`src/rtl/core/aemt_pkg.sv`:
```
// shared types and constants for the absolute encoder multi-turn tracker
// no dependencies

package aemt_pkg;

  localparam int FRAC_BITS_DEF = 16;
  localparam int TURN_BITS_DEF = 16;

  localparam int CFG_INDEX_W = 2;
  localparam int CFG_DATA_W  = 32;

  localparam logic [CFG_INDEX_W-1:0] REG_RES_MASK  = 2'd0;
  localparam logic [CFG_INDEX_W-1:0] REG_DEG_COUNT = 2'd1;
  localparam logic [CFG_INDEX_W-1:0] REG_RATE      = 2'd2;
  localparam logic [CFG_INDEX_W-1:0] REG_DIR       = 2'd3;

  localparam logic [15:0] RES_MASK_RST  = 16'd8191;
  localparam logic [31:0] DEG_COUNT_RST = 32'd737370;
  localparam logic [15:0] RATE_RST      = 16'd1000;

  localparam logic [47:0] VEL_NEG_MAG   = 48'h8000_0000_0000;
  localparam logic [47:0] VEL_POS_MAX   = 48'h7FFF_FFFF_FFFF;
  localparam logic [48:0] VEL_UPPER_LIM = 49'd32768;

  typedef struct packed {
    logic load_in;
    logic scale;
    logic raw;
    logic pos;
    logic turn;
    logic update;
    logic multi;
    logic absv;
    logic vlo;
    logic vhi;
    logic sum;
    logic load_out;
  } cmd_t;

endpackage

```
`src/rtl/core/aemt_ctrl.sv`:
```
// sequencing state machine for the multi-turn tracker
// depends on aemt_pkg (cmd_t)

module aemt_ctrl (
  input  logic           clk,
  input  logic           rst,
  input  logic           in_valid,
  output logic           in_stall,
  output logic           out_valid,
  input  logic           out_stall,
  output aemt_pkg::cmd_t cmd
);

  typedef enum logic [3:0] {
    S_IDLE,
    S_SCALE,
    S_RAW,
    S_POS,
    S_TURN,
    S_UPDATE,
    S_MULTI,
    S_ABS,
    S_VLO,
    S_VHI,
    S_SUM,
    S_OUT
  } state_t;

  state_t state;
  logic   accept;
  logic   out_free;

  assign in_stall = (state != S_IDLE);
  assign accept   = in_valid && !in_stall;
  assign out_free = !out_valid || !out_stall;

  always_comb begin
    cmd          = '0;
    cmd.load_in  = accept;
    cmd.scale    = (state == S_SCALE);
    cmd.raw      = (state == S_RAW);
    cmd.pos      = (state == S_POS);
    cmd.turn     = (state == S_TURN);
    cmd.update   = (state == S_UPDATE);
    cmd.multi    = (state == S_MULTI);
    cmd.absv     = (state == S_ABS);
    cmd.vlo      = (state == S_VLO);
    cmd.vhi      = (state == S_VHI);
    cmd.sum      = (state == S_SUM);
    cmd.load_out = (state == S_OUT) && out_free;
  end

  always_ff @(posedge clk) begin
    if (rst) begin
      state     <= S_IDLE;
      out_valid <= 1'b0;
    end else begin
      if (cmd.load_out) begin
        out_valid <= 1'b1;
      end else if (!out_stall) begin
        out_valid <= 1'b0;
      end
      case (state)
        S_IDLE:   if (accept) state <= S_SCALE;
        S_SCALE:  state <= S_RAW;
        S_RAW:    state <= S_POS;
        S_POS:    state <= S_TURN;
        S_TURN:   state <= S_UPDATE;
        S_UPDATE: state <= S_MULTI;
        S_MULTI:  state <= S_ABS;
        S_ABS:    state <= S_VLO;
        S_VLO:    state <= S_VHI;
        S_VHI:    state <= S_SUM;
        S_SUM:    state <= S_OUT;
        S_OUT:    if (out_free) state <= S_IDLE;
        default:  state <= S_IDLE;
      endcase
    end
  end

endmodule

```
`config.mk`:
```
export PLATFORM = sky130hd
export DESIGN_NAME = aemt_ctrl
export DESIGN_NICKNAME = d
export VERILOG_FILES = /design/src/rtl/core/aemt_pkg.sv /design/src/rtl/core/aemt_ctrl.sv
export SDC_FILE = /design/constraint.sdc
export NUM_CORES = 1
export LEC_CHECK = 0
export BUFFER_PORTS_ARGS = -buffer_cell sky130_fd_sc_hd__buf_2
export CORE_AREA = 2 2 39 41
export DETAILED_ROUTE_END_ITERATION = 12
export DIE_AREA = 0 0 41 43
export MAX_ROUTING_LAYER = met4
export SLEW_MARGIN = 20
export SYNTH_ARGS = -nofsm -noshare
export SYNTH_HDL_FRONTEND = slang
export SYNTH_SLANG_ARGS = --single-unit
```
`constraint.sdc`:
```
create_clock -name clk -period 1.7 [get_ports clk]
set_clock_uncertainty 0.2 [all_clocks]
set_input_delay 0.17 -clock clk [delete_from_list [all_inputs] [get_ports clk]]
set_output_delay 0.17 -clock clk [all_outputs]
set_load 0.02 [all_outputs]
```
==> summary.txt, run 1 <==
Syn nets - 50
Final period util - 1.016
Post-route minimum period - 1727 ps
Crit path required time - 1330 ps
Worst Tran Pin Value - 332.5 ps
Buffers on Ports - 17
Yosys warns - 0
R2R cell count - 3
Yosys reg bits - 5
Core footprint - 1384 um^2
CTS tree - done
Seq/Total Area, Yosys - 0.2952
Vias in the first global route - 299
Max frequency - 579.1 MHz
Reg2reg end - state[0]
RSZ-0062 raised after global routing - yes
Leak Pwr - 0.0002414 uW
Initial antenna violation count - 0
First-pass detailed-route iteration total - 4
Failing checks - setup timing
Clk_lat worst skew - 240 ps
Crit path kind - reg -> out
TritonCTS Buffers - 3
Initial Utilization - 0.2450
1st-iter DRT viols - 6
Synthesis-to-finish area growth - 50.55%
Syn Inst Count - 46
Worst r2r src - state[3]
CP top delay family - simple AND/OR/NAND/NOR gates
CTS clock-pin slew for the worst setup and hold paths - 40 ps
Min-delay worst type - in -> reg
Antenna Diode Count - 0
Maximum clock insertion buffer count - 2
CP Depth - 3
Root buffer cell - clkbuf_4
Power per cell area - 771.1 nW/um^2
Worst Setup End Kind - output port
Global-route wire length before repair - 1297 um
Vias/cell - 4.614
Worst-path fanout max - 6
Clock sink total - 5
CP startpoint kind - flop
Nets@finish - 72
Max-slew violation count - 0
Final cell utilization of the core - 0.3689
Outcome - complete, but fails checks
Highest-count cells in the layout ignoring fill and taps - buf_2, nor3_1, buf_4
Syn avg cell area - 7.371 um^2
VDD IR max - 0.2335 mV
Die ar. - 1763 um^2
Layout cells sized above 1 - 0.4925
Ports - 18
Relative slew slack - 0.7726
Worst setup margin - -26.75 ps
Fin Hold WS - 38.63 ps
FP Rows - 14
Final Setup Violations - 1
Die Height - 43 um
Final HPWL DP - 655.4 um
Wire per inst - 10.16 um
Slowest-stage cell, CP - or4_4
Die Span X - 41 um
Total track usage - 0.1102
Routed Wire Length - 843 um
Max cap viols - 0
Reg2Reg Setup Slack - 250 ps
Fin. Hold Viols - 0
Pin count of the biggest net entering global routing - 11
Commonest non-fill, non-tap cell in the layout - buf_2
Distinct cells, synth - 19
# DRC - 0
Cell Chain, Critical Path - or4_4 -> nor2_4 -> buf_6
Remaining antenna violation count - 0
Worst Path Buf+Inv - 1
Delay of the slowest cell on the worst path - 570 ps
GRT overflow - 0
H-tree Lvls - 1
Crit. Startpoint - state[3]
Post-Syn Area - 339.1 um^2
Vias - 383
Total power - 393.7 uW
Arr. time, crit path - 1360 ps
Worst setup endpoint - cmd[11]
Final Wtd Congestion - 0.7293
metal layers:
metal  GRT usage  up-vias  wire [um]
met5           -        -          0
met4     0.08000        0          0
met3     0.01571        0         44
met2      0.1250       14        376
met1      0.1677      167        422
li1            -      202          -
Yosys cell counts:
cell	n	share of area
nand2b_1	3	0.055
nand2_1	4	0.044
a221oi_1	1	0.026
nor2_1	5	0.055
buf_4	1	0.022
a2111oi_0	1	0.026
o21bai_2	1	0.033
nand2b_4	1	0.041
dfxtp_1	5	0.30
a311o_1	1	0.030
or4_4	1	0.033
a21oi_1	3	0.044
a31oi_1	1	0.018
nand4_1	1	0.018
nor3_1	7	0.10
buf_2	4	0.059
xor2_1	1	0.026
or2_1	2	0.037
inv_1	3	0.033
through the flow:
step	cell area, um^2	TNS, ps	std cells	setup slack (ps)
after floorplan	339.1	0	46	154.4
after global placement	446.7	0	78	189.8
after detailed placement	446.7	0	78	175.0
after CTS	489.2	-45.23	83	-45.23
after global routing	510.5	-95.03	83	-72.42
final	510.5	-26.75	83	-26.75
logic make-up (layout without fill, tap and decap cells):
kind of cell / count (synthesis) / after routing / share of synthesized area
buf+inv: 8 / 29 / 0.1144
compound gates: 8 / 8 / 0.1771
simple gates: 24 / 24 / 0.3874
xor+xnor: 1 / 1 / 0.02583
flops: 5 / 5 / 0.2952
what timing repair did:
item | in CTS | in global routing
setup endpoints to repair | 3 | 3
gates resized for setup | 4 | 7
pin swaps | 0 | 1
buffers inserted | 0 | 0
hold endpoints to repair | 3 | 0
hold buffers | 1 | 0
where the power goes:
group | total [uW] | switching (uW) | internal (uW)
logic | 117 | 64.8 | 52.3
registers | 140 | 14.2 | 126
clock network | 136 | 47.5 | 88.7
worst min-delay path by stage:
stage              start   endpoint  slack (ps)  cells past startpoint
3_3_place_gp         rst  out_valid         190                      2
5_1_grt         in_valid   state[3]          40                      3
3_5_place_dp         rst  out_valid         190                      2
4_1_cts        out_stall  out_valid          20                      3
2_1_floorplan        rst  out_valid          40                      1
6_report        in_valid   state[3]          40                      3
final cells by class:
cell class / instances / area (um^2)
Tap cell: 16 / 20.02
Timing Repair Buffer: 22 / 133.9
Fill cell: 152 / 873.3
Clock buffer: 4 / 26.28
Inverter: 3 / 11.26
Sequential cell: 5 / 107.6
Multi-Input combinational cell: 33 / 211.5
worst reg2reg max path, stage by stage, from the launching register on:
cell,delay [ps]
dfxtp_2,330
or4_4,570
o21bai_2,160
a221oi_1,70
flip-flops by register name, summed over array words and instances, names as in the netlist:
register	flops
state	4
out_valid	1
No activity file was read; power rests on OpenSTA's default activity.
==> inputs of run 2 (changes only) <==
Settings changed: CORE_AREA 2 2 39 41 to not set, CORE_MARGIN set to 2, CORE_UTILIZATION set to 25, DIE_AREA 0 0 41 43 to not set, PLACE_DENSITY set to 0.6, SKIP_CTS_REPAIR_TIMING set to 1.
==> run 2 against run 1 <==
The run still ends with setup timing left. Highest routed layer unchanged. Via count unchanged. Setup slack got worse by 5.9 ps. Combinational power increased by 15%. Power increased by 3.5%.
==> summary.txt, run 2 (synthesis results as in run 1) <==
Outcome - complete, but fails checks (unchanged)
Final period util - 1.019 (was 1.016)
Antenna Diode Count - 0 (unchanged)
1st-iter DRT viols - 8 (was 6)
Worst Setup End Kind - output port (unchanged)
Min-delay worst type - in -> reg (unchanged)
Max frequency - 577.1 MHz (was 579.1 MHz)
Crit path required time - 1330 ps (about the same)
Global-route wire length before repair - 1283 um (was 1297 um)
Final HPWL DP - 628.8 um (was 655.4 um)
Highest-count cells in the layout ignoring fill and taps - buf_2, nor3_1, buf_4 (unchanged)
# DRC - 0 (unchanged)
RSZ-0062 raised after global routing - yes (unchanged)
CTS clock-pin slew for the worst setup and hold paths - 50 ps (was 40 ps)
Crit. Startpoint - state[0] (was state[3])
First-pass detailed-route iteration total - 4 (unchanged)
Clock sink total - 5 (unchanged)
Synthesis-to-finish area growth - 56.09% (was 50.55%)
Die ar. - 1667 um^2 (was 1763 um^2)
GR Layer Usage met3 - 0.03261 (was 0.01571)
Post-route minimum period - 1733 ps (was 1727 ps)
Reg2Reg Setup Slack - 230 ps (was 250 ps)
Die Span X - 40.83 um (was 41 um)
Total of fill cells in the finished design - 154 (was 152)
Fin Hold WS - 49.16 ps (was 38.63 ps)
Routed Wire Length - 839 um (was 843 um)
Initial antenna violation count - 0 (unchanged)
Buffers on Ports - 17 (unchanged)
Sequential Area - 107.6 um^2 (unchanged)
Worst Tran Pin Value - 413.6 ps (was 332.5 ps)
Nets@finish - 73 (was 72)
Vias in the first global route - 320 (was 299)
Core footprint - 1285 um^2 (was 1384 um^2)
Placed inst area - 445.4 um^2 (was 446.7 um^2)
R2R cell count - 3 (unchanged)
Root buffer cell - clkbuf_4 (unchanged)
Reg2reg end - state[0] (unchanged)
Wire per inst - 10.11 um (was 10.16 um)
Biggest register - state (unchanged)
Commonest non-fill, non-tap cell in the layout - buf_2 (unchanged)
Ports - 18 (unchanged)
Worst r2r src - state[0] (was state[3])
Top flop regs - state: 4 flops, out_valid: 1 flops (unchanged)
CTS tree - done (unchanged)
Hold path startpoint - in_valid (unchanged)
Met2 Usage GRT - 0.1875 (was 0.1250)
GRT overflow - 0 (unchanged)
Failing checks - setup timing (unchanged)
Arr. time, crit path - 1360 ps (about the same)
Pin count of the biggest net entering global routing - 9 (was 11)
Area occupied by multi-input gates - 211.5 um^2 (unchanged)
Layout cells sized above 1 - 0.5000 (was 0.4925)
Vias - 383 (unchanged)
Max reg flops - 4 (unchanged)
Clk_lat worst skew - 240 ps (about the same)
Total track usage - 0.1152 (was 0.1102)
Remaining antenna violation count - 0 (unchanged)
Max-slew violation count - 0 (unchanged)
H-tree Lvls - 1 (unchanged)
CP startpoint kind - flop (unchanged)
Maximum clock insertion buffer count - 2 (unchanged)
Worst-path fanout max - 3 (was 6)
Worst setup margin - -32.70 ps (was -26.75 ps)
Fin. Hold Viols - 0 (unchanged)
Max cap viols - 0 (unchanged)
Final Wtd Congestion - 0.7890 (was 0.7293)
Relative slew slack - 0.7171 (was 0.7726)
Initial Utilization - 0.2639 (was 0.2450)
Global route hottest layer - met2 (was met1)
Dpl cells - 77 (was 78)
Met1 Use GR - 0.1494 (was 0.1677)
Power per cell area - 769.9 nW/um^2 (was 771.1 nW/um^2)
Vias/cell - 4.614 (unchanged)
Non-filler instance count after layout - 83 (unchanged)
Worst setup endpoint - cmd[11] (unchanged)
Final cell utilization of the core - 0.4119 (was 0.3689)
TritonCTS Buffers - 3 (unchanged)
FP Rows - 13 (was 14)
Post-route setup TNS - -32.70 ps (was -26.75 ps)
Crit path kind - reg -> out (unchanged)
VDD IR max - 0.4237 mV (was 0.2335 mV)
Leak Pwr - 0.0002501 uW (was 0.0002414 uW)
Die Height - 40.83 um (was 43 um)
Fin area - 529.3 um^2 (was 510.5 um^2)
Final Setup Violations - 1 (unchanged)
-- run 2: critical path: stages (launching register included) --
cell,delay [ps]
dfxtp_4,350
or4_4,570
nor2_4,100
buf_6,120
-- run 2: metal layers --
metal,share of wire,wire length (um)
met1,0.50,419
met2,0.43,359
met3,0.072,60
met4,0,0
met5,0,0
-- run 2: how the worst min path moves through the flow --
| stage | end | cells past startpoint |
|---|---|---|
| 2_1_floorplan | out_valid | 1 |
| 3_3_place_gp | out_valid | 2 |
| 3_5_place_dp | out_valid | 2 |
| 4_1_cts | out_valid | 2 |
| 5_1_grt | state[3] | 3 |
| 6_report | state[3] | 3 |
-- run 2: metrics by stage --
stage,power [uW],setup slack (ps)
after floorplan,215.7,154.4
after global placement,246.9,200.8
after CTS,388.4,-90.12
after global routing,438.8,-81.58
final,407.5,-32.70
after detailed placement,246.4,179.2
-- run 2: area by class of cell --
| type | instances | share of cell area |
|---|---|---|
| Inverter | 3 | 0.02128 |
| Tap cell | 15 | 0.03546 |
| Clock buffer | 4 | 0.04965 |
| Multi-Input combinational cell | 33 | 0.3995 |
| Sequential cell | 5 | 0.2033 |
| Timing Repair Buffer | 23 | 0.2908 |
-- run 2: where the power goes --
part           switching (uW)  internal [uW]
sequential               10.2            127
clock                    47.8           88.7
combinational            71.1           62.9
